--- config.mk ---
export PLATFORM = sky130hd
export DESIGN_NAME = ipds_regs
export DESIGN_NICKNAME = d
export VERILOG_FILES = /design/src/hw/rtl/ipds_pkg.sv /design/src/hw/rtl/ipds_regs.sv
export SDC_FILE = /design/constraint.sdc
export NUM_CORES = 1
export LEC_CHECK = 0
export BUFFER_PORTS_ARGS = -buffer_cell sky130_fd_sc_hd__buf_2
export CORE_AREA = 2 2 65 97
export CTS_CLUSTER_SIZE = 25
export DETAILED_ROUTE_END_ITERATION = 16
export DIE_AREA = 0 0 67 99
export PLACE_DENSITY_LB_ADDON = 0.08
export SLEW_MARGIN = 20
export SYNTH_ARGS = -nofsm -noshare
export SYNTH_HDL_FRONTEND = slang
export SYNTH_SLANG_ARGS = --single-unit
--- constraint.sdc ---
create_clock -name clk -period 0.9 [get_ports clk]
set_clock_uncertainty 0.2 [all_clocks]
set_input_delay 0.045 -clock clk [delete_from_list [all_inputs] [get_ports clk]]
set_output_delay 0.045 -clock clk [all_outputs]
set_load 0.01 [all_outputs]
--- src/hw/rtl/ipds_pkg.sv ---
package ipds_pkg;

	// Frame layout
	localparam int PAYLOAD_BYTES = 12;
	localparam int STORE_DEPTH   = PAYLOAD_BYTES - 1;
	localparam int CNT_W         = 4;
	localparam int PKT_W         = 8 * PAYLOAD_BYTES;

	localparam logic [7:0] SYNC_FIRST  = 8'hAA;
	localparam logic [7:0] SYNC_SECOND = 8'h55;

	// Arithmetic widths
	localparam int SAMPLE_W   = 16;
	localparam int SCALE_W    = 24;
	localparam int PROD_W     = SAMPLE_W + SCALE_W + 1;
	localparam int OUT_W      = 24;
	localparam int OUT_SHIFT  = 16;
	localparam int NUM_OUT    = 6;
	localparam int NUM_ACCEL  = 3;
	localparam int OUT_DATA_W = NUM_OUT * OUT_W;

	// Configuration registers
	localparam int APB_ADDR_W = 3;
	localparam int APB_DATA_W = 32;

	localparam logic REG_ACCEL_GAIN = 1'b0;
	localparam logic REG_GYRO_GAIN  = 1'b1;

	localparam logic [SCALE_W-1:0] ACCEL_GAIN_RST = 24'd2571633;
	localparam logic [SCALE_W-1:0] GYRO_GAIN_RST  = 24'd572224;

	typedef enum logic [1:0] {
		PH_HUNT  = 2'd0,
		PH_SYNC2 = 2'd1,
		PH_DATA  = 2'd2
	} phase_t;

	typedef struct packed {
		logic [SCALE_W-1:0] accel_gain;
		logic [SCALE_W-1:0] gyro_gain;
	} scale_cfg_t;

endpackage

--- src/hw/rtl/ipds_regs.sv ---
module ipds_regs import ipds_pkg::*; (
	input  logic                  clk,
	input  logic                  arst_n,
	input  logic                  psel,
	input  logic                  penable,
	input  logic                  pwrite,
	input  logic [APB_ADDR_W-1:0] paddr,
	input  logic [APB_DATA_W-1:0] pwdata,
	output logic [APB_DATA_W-1:0] prdata,
	output logic                  pready,
	output scale_cfg_t            cfg
);

	logic [SCALE_W-1:0] accel_gain_q;
	logic [SCALE_W-1:0] gyro_gain_q;
	logic               wr_en;
	logic               reg_idx;

	assign pready  = 1'b1;
	assign wr_en   = psel & penable & pwrite & pready;
	// Registers sit on word boundaries; the byte offset bits are ignored.
	assign reg_idx = paddr[2];

	always_ff @(posedge clk or negedge arst_n) begin
		if (!arst_n) begin
			accel_gain_q <= ACCEL_GAIN_RST;
			gyro_gain_q  <= GYRO_GAIN_RST;
		end else if (wr_en) begin
			unique case (reg_idx)
				REG_ACCEL_GAIN: accel_gain_q <= pwdata[SCALE_W-1:0];
				REG_GYRO_GAIN:  gyro_gain_q  <= pwdata[SCALE_W-1:0];
			endcase
		end
	end

	always_comb begin
		unique case (reg_idx)
			REG_ACCEL_GAIN: prdata = APB_DATA_W'(accel_gain_q);
			REG_GYRO_GAIN:  prdata = APB_DATA_W'(gyro_gain_q);
		endcase
	end

	assign cfg.accel_gain = accel_gain_q;
	assign cfg.gyro_gain  = gyro_gain_q;

endmodule

Yosys cells after proc, flatten, opt, wreduce, memory -nomap -nowiden --
Index checks and enable logic that the tools add are counted.
Word-level totals: output and inout bits 81, word-level logic and storage cells 8, input bits 40, bits in registers 48
Cells by class: muxes and demuxes 1, reduce and logical (&&, ||, !) cells 2, bitwise operators 3
Operators with widths (count):
- 32-bit one-hot mux with 2 select lines | 1
- 2-bit AND reduction | 2
- 1-bit bitwise AND | 2
- 1-bit NOT | 1

Longest topological paths before layout --
depth in word-level cells 3, depth in mapped cells 4, depth with buffers taken out 2

Worst setup path after synthesis --
OpenSTA, ideal clock, no wires.
path kind input to register, start in paddr[2], end reg accel_gain_q[14], data arrival time 840 ps, path slack -265 ps, data required time 575 ps, cell stages on the path 4, path buffers 2, setup time 125 ps, cell sequence buf_6 nand4b_4 buf_6 mux2_4
Between the ends: longest elaborated chain between the ends 2
Ends and longest elaborated chain:
- start, declared | line ipds_regs.sv:7 | input logic [APB_ADDR_W-1:0] paddr,
- 1-bit NOT
- 2-bit AND reduction (no source line)
- end signal, assigned | line ipds_regs.sv:30 | REG_ACCEL_GAIN: accel_gain_q <= pwdata[SCALE_W-1:0];
- end, declared | line ipds_regs.sv:14 | logic [SCALE_W-1:0] accel_gain_q;
Every way passes these cells. A chain may end at the register's enable or synchronous reset.

Final worst setup path --
start reg accel_gain_q[6], end out prdata[6]
Between the ends: longest elaborated chain between the ends 1
Ends and longest elaborated chain:
- 32-bit one-hot mux with 2 select lines | line ipds_regs.sv:37 | unique case (reg_idx)
- end, declared | line ipds_regs.sv:9 | output logic [APB_DATA_W-1:0] prdata,
Every way passes these cells. The select of a mux whose other input is x is not followed.

==> metrics.txt <==
largest net degree at the start of global routing 49; Seq/Total Area, Yosys around 53%; register bit total from synthesis 48; Final ANT Viol Nets 0; share of layout cells above drive strength 1 87.4%; 1st-iter DRT viols a little under 60; Syn Area/Cell 16.4 sq um; Clock Tree Buf Depth 2; Chip Height 99 um; Top FF cell, synth dfrtp_1; P&R area growth vs syn 78.3%; clock slew at reported path FFs around 100 ps; drt drc 0; hold buffers post-CTS 1; CTS tree yes; Die Footprint 6630 sq um; ys async rst share 100%; Final Hold Viols 48; final setup vio count 120; Final Cycle Share 152%; Fmax 730 MHz; # IOs 121; synthesized area 2300 sq um; first-pass GRT wire length 9.27 mm; Post-Syn Instances 140; number of global-route vias before repair 1789; Core Area 5790 sq um; FF+latch area ~1200 sq um; violated checks negative hold slack, negative setup slack; Die Wd roughly 67 um; CTS sink count 48; Synth Warn # 0; Post-synth EDFFs 0; critical path class reg -> out; Total Routing Usage GR between 15 and 20%; Max Slew Vio Count 0; Worst-Skew Late Latency around 300 ps; maxcap violations 0; fill cell count 402; Total Wirelength between 6 and 7 mm; # diodes 0; GPL Wtd Cong about 0.63; H-tree depth 2; drt wl/cell 16.5 um; root buf cell clkbuf_8; Startpoint Class flip-flop; Hold WS -218 ps; critical path arrival between 1000 and 1500 ps; RSZ-0062 raised after global routing true; TritonCTS Buffers 5; outcome complete, but fails checks; dpl hpwl between 3 and 4 mm; CP Capture Type primary output; area of the multi-input gates 1140 sq um; IO buf count 101; post-layout util 70.9%; worst hold path type in -> reg; CP max FO 3; initial antenna violation count 0; post-synth top area cell dfrtp_1; PD cells 2250 nW/um^2; DR vias 1688; Worst Setup Slack, final -470 ps; synth cell count leaders mux2_2 (51), dfrtp_1 (27), dfstp_2 (21); crit path time final 1370 ps; top post-synthesis cells by area dfrtp_1 (29%), mux2_2 (25%), dfstp_2 (24%); Leak 2.15 nW; Vias per Instance around 4.6; Crit path required time 650 ps; top-count cell post-synth mux2_2; pre-CTS setup slack -303 ps; number of iterations in the first detailed-routing pass 4; Max VDD drop 1160 uV; Cell variety after synth 11; Starting Density 39.7%; num rows 34; final net count 333; top-area cell type share of the netlist area 29.4%; gr ovfl total 0
## flip-flops by register name, indices dropped and copies added (netlist names)
name          count
accel_gain_q     24
gyro_gain_q      24
## layout by cell type (no fill, tap or decap), types with 5 or more instances in the layout
cell type / synthesis / layout
conb_1: 2 / 9
buf_4: 9 / 7
buf_6: 5 / 102
dfrtp_1: 27 / 27
buf_2: 2 / 39
mux2_2: 51 / 5
mux2_4: 20 / 67
buf_12: 0 / 6
clkbuf_8: 0 / 5
dfstp_2: 21 / 21
## where the power goes
| group | total (mW) | switching, mW | leakage (nW) | internal, mW |
|---|---|---|---|---|
| Clock | 1.59 | 0.756 | 0.0548 | 0.837 |
| Sequential | 3.22 | 0.428 | 0.545 | 2.79 |
| Combinational | 4.43 | 1.40 | 1.55 | 3.03 |
## area by class of cell
class                      count  area share [%]
multi-input combinational     83            27.8
clock buffer                   5            1.68
sequential                    48            29.9
timing repair buffer         155            37.2
tap                           72            2.20
clock inverter                 3            1.13
## worst max-delay path, cell delays in order, from the launching register on
cell and delay [ps]:
dfstp_2 580, mux2_4 160, buf_6 90
## through the flow
step	power (mW)	setup TNS, ps	hold WS (ps)	instance area, sq um	cells
after floorplan	4.59	-10920	-451	2430	147
after global placement	5.55	-18060	-149	3010	312
after detailed placement	5.57	-18760	-150	3010	312
after CTS	8.86	-31450	-221	3920	353
after global routing	9.71	-36430	-225	4100	366
final	9.24	-32710	-218	4100	366
## per-layer routing
metal	vias up	share of wire [%]	global-route usage, %
li1	781	-	-
met1	839	40	23.1
met2	62	53	30.9
met3	6	5.4	3.77
met4	0	1.3	6.28
met5	-	0	0
## final timing paths
kind,startpoint,slack (ps),to,cells after the start
min reg2reg,gyro_gain_q[10],350,gyro_gain_q[10],1
max reg2reg,accel_gain_q[19],-290,accel_gain_q[19],3
max in group asynchronous,arst_n,160,gyro_gain_q[13],3
max,accel_gain_q[6],-470,prdata[6],2
min,pwdata[2],-220,accel_gain_q[2],2
min in group asynchronous,arst_n,50,gyro_gain_q[0],3
## kinds of logic after synthesis
group	share of synthesized area, %
other cells	0.327
simple gates	1.96
flops	53.4
buf+inv	5.82
mux	38.5
## repair_timing
action / CTS / global route
endpoints found under the setup margin: 120 / 120
resized for setup: 104 / 32
cloned: 0 / 0
pin swaps: 0 / 0
endpoints found under the hold margin: 96 / 48
buffers inserted: 32 / 24
Note: power is estimated with default switching activity, not from simulation.
