### src/hw/rtl/ipds_pkg.sv
package ipds_pkg;

	// Frame layout
	localparam int PAYLOAD_BYTES = 12;
	localparam int STORE_DEPTH   = PAYLOAD_BYTES - 1;
	localparam int CNT_W         = 4;
	localparam int PKT_W         = 8 * PAYLOAD_BYTES;

	localparam logic [7:0] SYNC_FIRST  = 8'hAA;
	localparam logic [7:0] SYNC_SECOND = 8'h55;

	// Arithmetic widths
	localparam int SAMPLE_W   = 16;
	localparam int SCALE_W    = 24;
	localparam int PROD_W     = SAMPLE_W + SCALE_W + 1;
	localparam int OUT_W      = 24;
	localparam int OUT_SHIFT  = 16;
	localparam int NUM_OUT    = 6;
	localparam int NUM_ACCEL  = 3;
	localparam int OUT_DATA_W = NUM_OUT * OUT_W;

	// Configuration registers
	localparam int APB_ADDR_W = 3;
	localparam int APB_DATA_W = 32;

	localparam logic REG_ACCEL_GAIN = 1'b0;
	localparam logic REG_GYRO_GAIN  = 1'b1;

	localparam logic [SCALE_W-1:0] ACCEL_GAIN_RST = 24'd2571633;
	localparam logic [SCALE_W-1:0] GYRO_GAIN_RST  = 24'd572224;

	typedef enum logic [1:0] {
		PH_HUNT  = 2'd0,
		PH_SYNC2 = 2'd1,
		PH_DATA  = 2'd2
	} phase_t;

	typedef struct packed {
		logic [SCALE_W-1:0] accel_gain;
		logic [SCALE_W-1:0] gyro_gain;
	} scale_cfg_t;

endpackage

### src/hw/rtl/ipds_framer.sv
module ipds_framer import ipds_pkg::*; (
	input  logic             clk,
	input  logic             arst_n,
	input  logic             byte_valid,
	output logic             byte_ready,
	input  logic [7:0]       rx_byte,
	input  logic             pkt_take,
	output logic             pkt_valid,
	output logic [PKT_W-1:0] pkt
);

	phase_t           phase_q, phase_d;
	logic [CNT_W-1:0] count_q, count_d;
	logic [7:0]       store_q [STORE_DEPTH];
	logic             store_we;
	logic             emit;
	logic             acc;
	logic [PKT_W-1:0] pkt_d;
	logic [PKT_W-1:0] pkt_s1;
	logic             valid_s1;

	// A finished packet waits here only until the scaler takes it.
	assign byte_ready = !valid_s1 || pkt_take;
	assign acc        = byte_valid && byte_ready;

	always_ff @(posedge clk or negedge arst_n) begin
		if (!arst_n) begin
			phase_q <= PH_HUNT;
			count_q <= '0;
		end else begin
			phase_q <= phase_d;
			count_q <= count_d;
		end
	end

	always_comb begin
		phase_d  = phase_q;
		count_d  = count_q;
		store_we = 1'b0;
		emit     = 1'b0;
		if (acc) begin
			unique case (phase_q)
				PH_SYNC2: begin
					// A broken header drops back to hunting without retesting this word.
					if (rx_byte == SYNC_SECOND) begin
						phase_d = PH_DATA;
						count_d = '0;
					end else begin
						phase_d = PH_HUNT;
					end
				end
				PH_DATA: begin
					if (count_q < CNT_W'(STORE_DEPTH)) begin
						store_we = 1'b1;
						count_d  = count_q + 1'b1;
					end else begin
						emit    = 1'b1;
						phase_d = PH_HUNT;
						count_d = '0;
					end
				end
				default: begin
					phase_d = (rx_byte == SYNC_FIRST) ? PH_SYNC2 : PH_HUNT;
					count_d = '0;
				end
			endcase
		end
	end

	always_ff @(posedge clk) begin
		if (store_we) begin
			store_q[count_q] <= rx_byte;
		end
	end

	always_comb begin
		for (int k = 0; k < STORE_DEPTH; k++) begin
			pkt_d[8*k +: 8] = store_q[k];
		end
		pkt_d[8*STORE_DEPTH +: 8] = rx_byte;
	end

	always_ff @(posedge clk or negedge arst_n) begin
		if (!arst_n) begin
			valid_s1 <= 1'b0;
		end else if (emit) begin
			valid_s1 <= 1'b1;
		end else if (pkt_take) begin
			valid_s1 <= 1'b0;
		end
	end

	always_ff @(posedge clk) begin
		if (emit) begin
			pkt_s1 <= pkt_d;
		end
	end

	assign pkt_valid = valid_s1;
	assign pkt       = pkt_s1;

endmodule

### config.mk
export PLATFORM = sky130hd
export DESIGN_NAME = ipds_framer
export DESIGN_NICKNAME = d
export VERILOG_FILES = /design/src/hw/rtl/ipds_pkg.sv /design/src/hw/rtl/ipds_framer.sv
export SDC_FILE = /design/constraint.sdc
export NUM_CORES = 1
export LEC_CHECK = 0
export BUFFER_PORTS_ARGS = -buffer_cell sky130_fd_sc_hd__clkbuf_2
export CAP_MARGIN = 5
export CORE_ASPECT_RATIO = 0.5
export CORE_MARGIN = 4
export CORE_UTILIZATION = 50
export CTS_CLUSTER_DIAMETER = 80
export CTS_CLUSTER_SIZE = 28
export DETAILED_ROUTE_END_ITERATION = 16
export MAX_ROUTING_LAYER = met4
export PLACE_DENSITY = 0.71
export SLEW_MARGIN = 10
export SYNTH_ARGS = -nofsm -noshare
export SYNTH_HDL_FRONTEND = slang
export SYNTH_SLANG_ARGS = --single-unit
### constraint.sdc
create_clock -name clk -period 10 [get_ports clk]
set_input_delay 3 -clock clk [delete_from_list [all_inputs] [get_ports clk]]
set_output_delay 3 -clock clk [all_outputs]
set_load 0.03 [all_outputs]
**Word-level counts from Yosys, hierarchy flattened**

Memory sizes are Yosys's and may differ from the RTL's. A register that Yosys moved wholly into a read port is not among the register bits.
Index checks and enable logic that the tools add are counted.

- Magnitude comparators: 1
- Eq/ne operators: 6
- Multiplexer cells: 17
- Reductions and logical operators: 6
- Add/subtract/negate cells: 1

Operator list:

| cell | count |
|---|---|
| 2-to-1 mux 1 bit | 11 |
| == test 8 x 7 -> 1 bit, second input constant | 1 |
| == test 8 bit, second input constant | 1 |
| 2-to-1 mux 4 bit | 2 |
| case mux 4 bit (2 select lines) | 1 |
| adder 4 x 1 -> 4 bit, second input constant | 1 |
| less-than comparator 4 bit, second input constant | 1 |
| 2-to-1 mux 2 bit | 2 |
| != test 2 bit, second input constant | 2 |
| case mux 2 bit (2 select lines) | 1 |
| AND reduction 2 bit | 2 |
| == test 2 x 1 -> 1 bit, second input constant | 1 |
| == test 2 bit, second input constant | 1 |
| nonzero test 2 bit | 1 |
| logical AND 1 bit | 1 |
| logical NOT 1 bit | 1 |
| logical OR 1 bit | 1 |

- Flip-flop bits (word level): 103
- Memory bits (writable): 88
- Memories kept: 1
- Word-level logic and storage cells: 36
- Output and inout bits: 98

Memory list:

| name | words | bits a word | rd ports | clocked after memory_dff | write ports | RTL line | text |
|---|---|---|---|---|---|---|---|
| store_q | 11 | 8 | 11 | 11 | 1 | ipds_framer.sv:14 | `logic [7:0] store_q [STORE_DEPTH];` |

**Longest topological paths before layout**

Gate-level depths: netlist (run 1).

- Word-level depth: 6
- Gate-level depth with buffers: 6
- Gate-level depth less buffers: 6

**Least setup slack after synthesis (run 1)**

OpenSTA, ideal clock, no wires.

- Path kind: in2reg
- From: in pkt_take
- To: reg pkt_s1[0] (netlist: pkt[0]) (read register of store_q), enable pin
- Stages: 4
- Arrival time: 7639 ps
- Path slack: 1810 ps
- Path through: nand2b_1 -> nand2_1 -> buf_2 -> nor2_1

- Word-level cells in the longest chain between the ends: 3

Ends and longest elaborated chain:

| element | RTL line | text |
|---|---|---|
| start, declared | ipds_framer.sv:7 | `input logic pkt_take,` |
| logical OR 1 bit | ipds_framer.sv:23 | `assign byte_ready = !valid_s1 \|\| pkt_take;` |
| logical AND 1 bit | ipds_framer.sv:24 | `assign acc = byte_valid && byte_ready;` |
| 2-to-1 mux 1 bit | ipds_framer.sv:41 | `if (acc) begin` |
| net emit | ipds_framer.sv:16 | `logic emit;` |
| end, declared | ipds_framer.sv:19 | `logic [PKT_W-1:0] pkt_s1;` |

The timed path passes the listed nets, and every way through them passes these cells.
A chain may end at the register's enable or synchronous reset.

**Worst setup path after layout (run 1)**

- From: in pkt_take
- To: out byte_ready

- Word-level cells in the longest chain between the ends: 1

Ends and longest elaborated chain:

| element | RTL line | text |
|---|---|---|
| logical OR 1 bit | ipds_framer.sv:23 |  |
| end, declared | ipds_framer.sv:5 | `output logic byte_ready,` |

Every way passes these cells.

==> results of run 1 <==
## layout by cell type (no fill, tap or decap), types with 5 or more instances in the layout
cell type and n:
sky130_fd_sc_hd__edfxtp_1 184, sky130_fd_sc_hd__clkbuf_2 109, sky130_fd_sc_hd__clkbuf_16 17, sky130_fd_sc_hd__and2_1 8
sky130_fd_sc_hd__dfrtp_1 7, sky130_fd_sc_hd__ha_1 6, sky130_fd_sc_hd__inv_6 6, sky130_fd_sc_hd__inv_1 5
sky130_fd_sc_hd__nand3_1 5, sky130_fd_sc_hd__clkinv_4 5
## power groups by stage
stage          clock, mW  combinational (mW)  sequential (mW)
3_5_place_dp           0              0.0139            0.887
6_report           0.644              0.0139            0.870
4_1_cts            0.655              0.0140            0.870
2_1_floorplan          0             0.00207            0.887
3_3_place_gp           0              0.0133            0.887
5_1_grt            0.688              0.0154            0.869
## through the flow
step | power (mW) | setup slack (ps) | cells | util (%)
after floorplan | 0.8894 | 1810 | 249 | -
after global placement | 0.9005 | 3549 | 522 | 57.89
after detailed placement | 0.9011 | 3537 | 522 | 57.89
after CTS | 1.539 | 3536 | 554 | 62.74
after global routing | 1.572 | 3481 | 554 | 62.74
final | 1.528 | 3536 | 554 | 62.74
## cells in the mapped netlist
| master | number |
|---|---|
| sky130_fd_sc_hd__edfxtp_1 | 184 |
| sky130_fd_sc_hd__and2_1 | 8 |
| sky130_fd_sc_hd__dfrtp_1 | 7 |
| sky130_fd_sc_hd__ha_1 | 6 |
| sky130_fd_sc_hd__inv_1 | 5 |
| sky130_fd_sc_hd__nand3_1 | 5 |
| sky130_fd_sc_hd__and4_2 | 3 |
| sky130_fd_sc_hd__nor2_1 | 3 |
| sky130_fd_sc_hd__o21ai_0 | 3 |
| sky130_fd_sc_hd__and4bb_2 | 2 |
| sky130_fd_sc_hd__nand2_1 | 2 |
| sky130_fd_sc_hd__nor2b_1 | 2 |
| sky130_fd_sc_hd__o21ai_1 | 2 |
| sky130_fd_sc_hd__o22ai_1 | 2 |
| sky130_fd_sc_hd__o31ai_1 | 2 |
| sky130_fd_sc_hd__a21boi_2 | 1 |
| sky130_fd_sc_hd__and2_4 | 1 |
| sky130_fd_sc_hd__and3_2 | 1 |
| sky130_fd_sc_hd__and4b_2 | 1 |
| sky130_fd_sc_hd__buf_2 | 1 |
| sky130_fd_sc_hd__buf_6 | 1 |
| sky130_fd_sc_hd__nand2b_1 | 1 |
| sky130_fd_sc_hd__nand3b_1 | 1 |
| sky130_fd_sc_hd__nor3_1 | 1 |
| sky130_fd_sc_hd__nor4b_1 | 1 |
| sky130_fd_sc_hd__o211ai_1 | 1 |
| sky130_fd_sc_hd__o32a_1 | 1 |
| sky130_fd_sc_hd__o41ai_2 | 1 |
## logic make-up after synthesis
family | share of synthesized area, %
AOI/OAI and AO/OA | 1.593
adders and majority gates | 1.226
buffers and inverters | 0.5720
DFF | 93.07
and+or+nand+nor | 3.534
## registers in the layout, summed over array words and instances, names as in the netlist
signal / cells
count_q: 4
store_q: 88
phase_q: 2
pkt: 96
pkt_valid: 1
## cell type report
| type | instances | share of cell area, % |
|---|---|---|
| Sequential cell | 191 | 76.51 |
| Timing Repair Buffer | 110 | 7.422 |
| Clock buffer | 17 | 5.709 |
| Multi-Input combinational cell | 51 | 5.323 |
| Tap cell | 165 | 2.771 |
| Clock inverter | 15 | 2.015 |
| Inverter | 5 | 0.2519 |
## routing by layer
metal  share of wire [%]  vias up  global-route usage, %
met5                   0        -                      -
met4                 2.0        0                  6.566
met3                 5.9       21                  4.561
met2                  50      107                  25.21
met1                  42     1396                  20.17
li1                    -     1254                      -
## how the worst min path moves through the flow
stage               cells after the start       to            from  slack (ps)
global route                            0  pkt[87]  store_q[10][7]         420
floorplan                               0   pkt[0]   store_q[0][0]         400
detailed placement                      0  pkt[11]   store_q[1][3]         400
CTS                                     0  pkt[85]  store_q[10][5]         420
finish                                  0  pkt[87]  store_q[10][7]         410
global placement                        0  pkt[24]   store_q[3][0]         400
==> impl_metrics.json, run 1 <==
{
  "synthesis.nets": 267,
  "power_leakage_nw": 2.656,
  "critical_path.slowest_cell": "sky130_fd_sc_hd__clkbuf_2",
  "grt-ovfl-total": 0,
  "syn_inst": 249,
  "synth_cell_types": 28,
  "antennaDiodeCount": 0,
  "status": "finished, final reports clean",
  "p_int_mw": 1.223,
  "worst_setup_path_endpoint": "byte_ready",
  "numClockSinks": 191,
  "clk_transition_reported_paths_ps": 70,
  "grt_setup_unrepaired": "no",
  "numCtsBuffers": 17,
  "cts_post_setup_buffers_inserted": 0,
  "clk_pwr_share_pct": 42.2,
  "drt-wirelength-per-cell_um": 19.08,
  "htreeDepth": 4,
  "finalSetupTns_ps": 0,
  "max_stage_delay_ps": 210,
  "cts.root.buffer_cell": "sky130_fd_sc_hd__clkbuf_16",
  "hp_class": "register to register",
  "numPortBuffers": 109,
  "dr.pass1.iters": 4,
  "drt_iter0_drc": 271,
  "global_route_wire_length_before_repair_um": 15790,
  "clock_tree.buffer_depth": 2,
  "critical_path_peak_fanout": 5,
  "globalplace.congestion": 0.7797,
  "worst-endpoint-arrival_ps": 3460,
  "ioPinCount": 110,
  "critical_path.cell_chain": "clkbuf_2 -> nand2b_1 -> clkbuf_2",
  "drc": 0,
  "cellPowerDensity_nw_per_um2": 205.0,
  "grt_max_degree": 69,
  "part_of_the_total_power_dissipated_in_sequential_elements_pct": 56.9,
  "transition_at_the_pin_with_the_smallest_max_transition_slack_ps": 831.9,
  "synth-warning-count": 0,
  "start_util_pct": 51.57,
  "placeableCoreArea_um2": 11880,
  "postCtsResizedCells": 0,
  "finalHoldWorstSlack_ps": 413.5,
  "area_occupied_by_multi_input_gates_um2": 396.6,
  "track_usage_pct": 16.08,
  "area_growth_syn_to_layout_pct": 21.65,
  "fin_worst_skew_ps": 7.520,
  "place_hpwl_um": 6706,
  "combPwrFrac_pct": 0.9,
  "fmaxAchievable_ghz": 0.1547,
  "final_net_count": 394,
  "required_ps": 7000,
  "ctsHoldBuffers": 0,
  "timing.setup.critical_path_class": "primary input to primary output",
  "worst_r2r_dst": "pkt[50]",
  "drive_gt1_share_pct": 39.33,
  "vdd_ir_drop_max_mv": 0.1210,
  "critical_path.most_common_cell": "sky130_fd_sc_hd__clkbuf_2",
  "cts_tree": "done",
  "syn-mean-instance-area_um2": 24.60,
  "r2r_start": "count_q[1]",
  "switching_part_of_the_total_pct": 19.92,
  "layout.cell_area.non_filler_um2": 7451,
  "design.die.area_um2": 14190,
  "area.sequential_um2": 5700,
  "via_count": 2778,
  "postRouteAntennaNets": 0,
  "num-fill-cells": 795,
  "vias_per_cell": 5.014,
  "drv_cap": 0,
  "final_setup_vio_count": 0,
  "cell_taking_the_most_area_after_synthesis": "sky130_fd_sc_hd__edfxtp_1",
  "ff2ff_path_depth": 4,
  "fraction_of_the_yosys_area_taken_by_sequential_cells_pct": 93.07,
  "ff_latch_count_synth": 191,
  "min_period_ps": 6464,
  "synth_top_area_share_pct": 90.21,
  "grt_pass1_vias": 2757,
  "fin_crit_sh_pct": 64.64,
  "max-slew-margin-rel_pct": 44.54,
  "worst-path-stages": 3,
  "placedInstanceArea_um2": 6875,
  "number_of_slew_limit_violations_in_the_final_report": 0,
  "die_x_um": 164.5,
  "synthesis.area_um2": 6125,
  "r2r_slack_ps": 7250,
  "final-hold-violation-count": 0,
  "drt-total-wl_um": 10570,
  "cp-start-kind": "primary input",
  "path_delay_family": "buffers and inverters",
  "critical_path_buf_inv_count": 2,
  "crit_path_end_kind": "primary output",
  "worstSkewPairLatency_ps": 410,
  "switching_power_uw": 304.4,
  "cell_row_count": 28,
  "cp-startpoint": "pkt_take",
  "die_h_um": 86.26,
  "ys_top_cells_by_area": "sky130_fd_sc_hd__edfxtp_1 (90%), sky130_fd_sc_hd__dfrtp_1 (2.9%), sky130_fd_sc_hd__ha_1 (1.2%)",
  "grt_antenna_before_repair": 0
}
Note: power is estimated with default switching activity, not from simulation.
==> run 2: changes to the inputs <==
--- a/config.mk
+++ b/config.mk
@@ -9,12 +9,12 @@
 export CAP_MARGIN = 5
 export CORE_ASPECT_RATIO = 0.5
 export CORE_MARGIN = 4
-export CORE_UTILIZATION = 50
+export CORE_UTILIZATION = 49
 export CTS_CLUSTER_DIAMETER = 80
 export CTS_CLUSTER_SIZE = 28
 export DETAILED_ROUTE_END_ITERATION = 16
 export MAX_ROUTING_LAYER = met4
-export PLACE_DENSITY = 0.71
+export PLACE_DENSITY = 0.72
 export SLEW_MARGIN = 10
 export SYNTH_ARGS = -nofsm -noshare
 export SYNTH_HDL_FRONTEND = slang
==> constraint.sdc (replaced) <==
create_clock -name clk -period 5.9 [get_ports clk]
set_input_delay 1.77 -clock clk [delete_from_list [all_inputs] [get_ports clk]]
set_output_delay 1.77 -clock clk [all_outputs]
set_load 0.03 [all_outputs]
==> impl_metrics.json, run 2 (same netlist as run 1, synthesis figures left out) <==
{
  "vias_per_cell": 4.944,
  "grt-ovfl-total": 0,
  "max_stage_delay_ps": 210,
  "fmaxAchievable_ghz": 0.2501,
  "finalHoldWorstSlack_ps": 414.9,
  "ctsHoldBuffers": 0,
  "drt-wirelength-per-cell_um": 19.34,
  "critical_path.slowest_cell": "sky130_fd_sc_hd__clkbuf_2",
  "area_growth_syn_to_layout_pct": 20.94,
  "path_delay_family": "buffers and inverters",
  "required_ps": 4130,
  "cts.root.buffer_cell": "sky130_fd_sc_hd__clkbuf_16",
  "grt_setup_unrepaired": "no",
  "worstSkewPairLatency_ps": 410,
  "postRouteAntennaNets": 0,
  "critical_path_buf_inv_count": 2,
  "critical_path_peak_fanout": 5,
  "largest_register_ffs": 96,
  "numClockSinks": 191,
  "final-hold-violation-count": 0,
  "grt_antenna_before_repair": 0,
  "fin_crit_sh_pct": 67.77,
  "placedInstanceArea_um2": 6883,
  "ioPinCount": 110,
  "drc": 0,
  "cell_row_count": 28,
  "cp-start-kind": "primary input",
  "final_common_cell": "sky130_fd_sc_hd__edfxtp_1",
  "design.die.area_um2": 14460,
  "global_route_wire_length_before_repair_um": 16430,
  "num-fill-cells": 836,
  "drv_cap": 0,
  "antennaDiodeCount": 0,
  "final_setup_vio_count": 0,
  "postCtsResizedCells": 0,
  "place_hpwl_um": 6881,
  "cellPowerDensity_nw_per_um2": 338.5,
  "placeableCoreArea_um2": 12020,
  "via_count": 2744,
  "hp_class": "register to register",
  "layout.cell_area.non_filler_um2": 7407,
  "die_x_um": 166.1,
  "grt_pass1_vias": 2804,
  "track_usage_pct": 16.04,
  "numCtsBuffers": 17,
  "drt-total-wl_um": 10730,
  "final-instance-count-excl-fill": 555,
  "globalplace.congestion": 0.7203,
  "final_net_count": 395,
  "htreeDepth": 4,
  "vdd_ir_drop_max_mv": 0.1521,
  "fin_worst_skew_ps": 6.043,
  "placed_cells_incl_taps": 523,
  "number_of_slew_limit_violations_in_the_final_report": 0,
  "max-slew-margin-rel_pct": 52.08,
  "crit_path_end_kind": "primary output",
  "clk_transition_reported_paths_ps": 70,
  "critical_path.most_common_cell": "sky130_fd_sc_hd__clkbuf_2",
  "finalSetupTns_ps": 0,
  "power_leakage_nw": 2.626,
  "numPortBuffers": 109,
  "die_h_um": 87.06,
  "status": "finished, final reports clean",
  "min_period_ps": 3999,
  "dr.pass1.iters": 4,
  "final_cell_mix": "sky130_fd_sc_hd__edfxtp_1 (184), sky130_fd_sc_hd__clkbuf_2 (109), sky130_fd_sc_hd__clkbuf_16 (17)",
  "transition_at_the_pin_with_the_smallest_max_transition_slack_ps": 718.8,
  "grt_max_degree": 58,
  "drive_gt1_share_pct": 38.46,
  "critical_path.cell_chain": "clkbuf_2 -> nand2b_1 -> clkbuf_2",
  "cts_post_setup_buffers_inserted": 0,
  "drt_iter0_drc": 255,
  "timing.setup.critical_path_class": "primary input to primary output",
  "worst-endpoint-arrival_ps": 2230,
  "start_util_pct": 50.97,
  "fin_util_pct": 61.64,
  "cts_tree": "done",
  "clock_tree.buffer_depth": 2
}
## run 2: cell count changes in the layout (fill, tap and decap cells not counted)
cell	delta
sky130_fd_sc_hd__clkinv_4	-3
sky130_fd_sc_hd__clkinvlp_4	+3
sky130_fd_sc_hd__inv_6	-3
sky130_fd_sc_hd__clkbuf_1	+2
sky130_fd_sc_hd__clkinv_1	+2
sky130_fd_sc_hd__buf_4	+1
sky130_fd_sc_hd__bufinv_16	-1
sky130_fd_sc_hd__clkinv_2	+1
sky130_fd_sc_hd__inv_8	-1
## run 2: path summary, 6_finish.rpt
path,start,endpoint,slack (ps),cells after the start
max,pkt_take,byte_ready,1900,3
min,store_q[3][3],pkt[27],410,0
max reg2reg,count_q[1],pkt[14],3880,4
min reg2reg,store_q[3][3],pkt[27],410,0
max in group asynchronous,arst_n,count_q[2],4540,1
min in group asynchronous,arst_n,phase_q[1],1180,1
## run 2: metrics by stage
stage,total power [mW],setup slack [ps]
2_1_floorplan,1.508,552.9
3_3_place_gp,1.527,1909
3_5_place_dp,1.528,1896
4_1_cts,2.527,1895
5_1_grt,2.597,1811
6_report,2.508,1901
## run 2: routing by layer
layer | part of all wire (%) | vias to the layer above | GRT usage, %
met5 | 0 | - | -
met4 | 1.4 | 0 | 6.811
met3 | 4.3 | 15 | 4.306
met2 | 52 | 76 | 25.74
met1 | 43 | 1408 | 19.79
li1 | - | 1245 | -
## run 2: cell type report
cell class	instances	area, µm²	area share, %
clock inverter	13	91.34	1.233
clock buffer	19	432.9	5.845
sequential	191	5700	76.96
timing repair buffer	111	560.5	7.568
inverter	5	18.77	0.2534
multi-input combinational	51	396.6	5.355
tap	165	206.4	2.787
## run 2: worst reg2reg max path, delay by kind of cell, from the launching register on
family | cells | cell delay, ps
buffers and inverters | 1 | 560
AND/OR/NAND/NOR | 1 | 130
AO/OA/AOI/OAI | 1 | 200
flip-flops | 1 | 410
adder cells (fa/ha/maj) | 1 | 290
## run 2: power breakdown
part	internal (mW)	switching, mW	leakage, nW
registers	1.47	0.0000229	1.75
logic	0.00410	0.0196	0.630
clock network	0.539	0.470	0.245
==> run 3: changes to the inputs <==
--- a/config.mk
+++ b/config.mk
@@ -9,12 +9,12 @@
 export CAP_MARGIN = 5
 export CORE_ASPECT_RATIO = 0.5
 export CORE_MARGIN = 4
-export CORE_UTILIZATION = 49
+export CORE_UTILIZATION = 50
 export CTS_CLUSTER_DIAMETER = 80
 export CTS_CLUSTER_SIZE = 28
 export DETAILED_ROUTE_END_ITERATION = 16
 export MAX_ROUTING_LAYER = met4
-export PLACE_DENSITY = 0.72
+export PLACE_DENSITY = 0.71
 export SLEW_MARGIN = 10
 export SYNTH_ARGS = -nofsm -noshare
 export SYNTH_HDL_FRONTEND = slang
==> constraint.sdc (replaced) <==
create_clock -name clk -period 4 [get_ports clk]
set_input_delay 1.2 -clock clk [delete_from_list [all_inputs] [get_ports clk]]
set_output_delay 1.2 -clock clk [all_outputs]
set_load 0.03 [all_outputs]
==> impl_metrics.json, run 3 (same netlist as run 1, synthesis figures left out) <==
{
  "numPortBuffers": 109,
  "worst_setup_path_endpoint": "byte_ready",
  "r2r_slack_ps": 2110,
  "path_delay_family": "buffers and inverters",
  "worstSkewPairLatency_ps": 420,
  "ioPinCount": 110,
  "crit_path_end_kind": "primary output",
  "grt_max_degree": 97,
  "fin_crit_sh_pct": 72.41,
  "vias_per_cell": 5.002,
  "drt_iter0_drc": 242,
  "grt_pass1_vias": 2833,
  "critical_path_buf_inv_count": 2,
  "timing.setup.critical_path_class": "primary input to primary output",
  "postCtsResizedCells": 0,
  "clock_tree.buffer_depth": 2,
  "final-instance-count-excl-fill": 553,
  "cts_tree": "done",
  "antennaDiodeCount": 0,
  "ff2ff_path_depth": 4,
  "cp-startpoint": "pkt_take",
  "critical_path.cell_chain": "clkbuf_2 -> nand2b_1 -> clkbuf_2",
  "design.die.area_um2": 14190,
  "critical_path_peak_fanout": 5,
  "max_stage_delay_ps": 240,
  "largest_register_ffs": 96,
  "grt_antenna_before_repair": 0,
  "htreeDepth": 4,
  "global_route_wire_length_before_repair_um": 16000,
  "required_ps": 2800,
  "drt-total-wl_um": 10880,
  "critical_path.slowest_cell": "sky130_fd_sc_hd__clkbuf_2",
  "ctsHoldBuffers": 0,
  "numClockSinks": 191,
  "r2r_start": "pkt_valid",
  "fin_worst_skew_ps": 8.928,
  "cp-start-kind": "primary input",
  "globalplace.congestion": 0.8232,
  "worst-path-stages": 3,
  "cts.root.buffer_cell": "sky130_fd_sc_hd__clkbuf_16",
  "fin_util_pct": 62.74,
  "final-hold-violation-count": 0,
  "fmaxAchievable_ghz": 0.3453,
  "place_hpwl_um": 6587,
  "die_h_um": 86.26,
  "final_cell_mix": "sky130_fd_sc_hd__edfxtp_1 (184), sky130_fd_sc_hd__clkbuf_2 (109), sky130_fd_sc_hd__clkbuf_16 (17)",
  "worst_r2r_dst": "pkt[43]",
  "final_net_count": 394,
  "worst-endpoint-arrival_ps": 1700,
  "finalSetupTns_ps": 0,
  "grt-ovfl-total": 0,
  "cts_post_setup_buffers_inserted": 0,
  "placed_cells_incl_taps": 522,
  "postRouteAntennaNets": 0,
  "die_x_um": 164.5,
  "cellPowerDensity_nw_per_um2": 514.0,
  "drc": 0,
  "track_usage_pct": 16.21,
  "final_setup_vio_count": 0,
  "placeableCoreArea_um2": 11880,
  "numCtsBuffers": 17,
  "hp_class": "register to register",
  "dr.pass1.iters": 4,
  "drive_gt1_share_pct": 36.86,
  "via_count": 2766,
  "grt_setup_unrepaired": "no",
  "clk_transition_reported_paths_ps": 70,
  "vdd_ir_drop_max_mv": 0.2993,
  "status": "finished, final reports clean",
  "cell_row_count": 28,
  "final_common_cell": "sky130_fd_sc_hd__edfxtp_1",
  "area_growth_syn_to_layout_pct": 21.65,
  "min_period_ps": 2896,
  "start_util_pct": 51.57,
  "drv_cap": 0,
  "power_leakage_nw": 2.649,
  "max-slew-margin-rel_pct": 66.02,
  "number_of_slew_limit_violations_in_the_final_report": 0,
  "drt-wirelength-per-cell_um": 19.67,
  "transition_at_the_pin_with_the_smallest_max_transition_slack_ps": 509.8,
  "critical_path.most_common_cell": "sky130_fd_sc_hd__clkbuf_2"
}
[run 3: worst register-to-register path: stages (launching register included)]
cell and delay (ps):
sky130_fd_sc_hd__dfrtp_1 390, sky130_fd_sc_hd__nand2b_1 170, sky130_fd_sc_hd__nand2_1 290, sky130_fd_sc_hd__nor2_4 210, sky130_fd_sc_hd__buf_12 400
[run 3: how the worst min path moves through the flow]
stage / start / end / slack (ps) / depth (start not counted)
after CTS: store_q[4][6] / pkt[38] / 420 / 0
after global placement: store_q[7][2] / pkt[58] / 400 / 0
after floorplan: store_q[0][0] / pkt[0] / 400 / 0
final: store_q[4][6] / pkt[38] / 420 / 0
after detailed placement: store_q[2][1] / pkt[17] / 400 / 0
after global routing: store_q[9][6] / pkt[78] / 420 / 0
[run 3: area by class of cell]
type | instances | area, µm²
sequential | 191 | 5700
fill | 800 | 4425
timing repair buffer | 110 | 565.5
clock buffer | 23 | 447.9
multi-input combinational | 51 | 396.6
tap | 165 | 206.4
clock inverter | 8 | 115.1
inverter | 5 | 18.77
[run 3: metal layers]
metal	routed length (µm)	part of all wire [%]	GRT usage, %
met5	0	0	-
met4	203	1.9	7.019
met3	883	8.1	4.988
met2	5556	51	26.62
met1	4233	39	18.78
[run 3: power breakdown]
group          leakage [nW]  internal, mW  switching (mW)
Sequential             1.75          2.18       0.0000337
Combinational         0.627       0.00604          0.0291
Clock                 0.272         0.973           0.646
Total                  2.65          3.15           0.675
[run 3: metrics by stage]
stage	hold slack, ps	power [mW]	area [µm²]	worst slack, ps
5_1_grt	418.9	3.944	7451	1068
2_1_floorplan	400.3	2.224	6132	317.3
3_3_place_gp	402.3	2.253	6888	1124
6_report	417.0	3.830	7451	1104
3_5_place_dp	404.5	2.254	6888	1110
4_1_cts	415.5	3.850	7451	1109
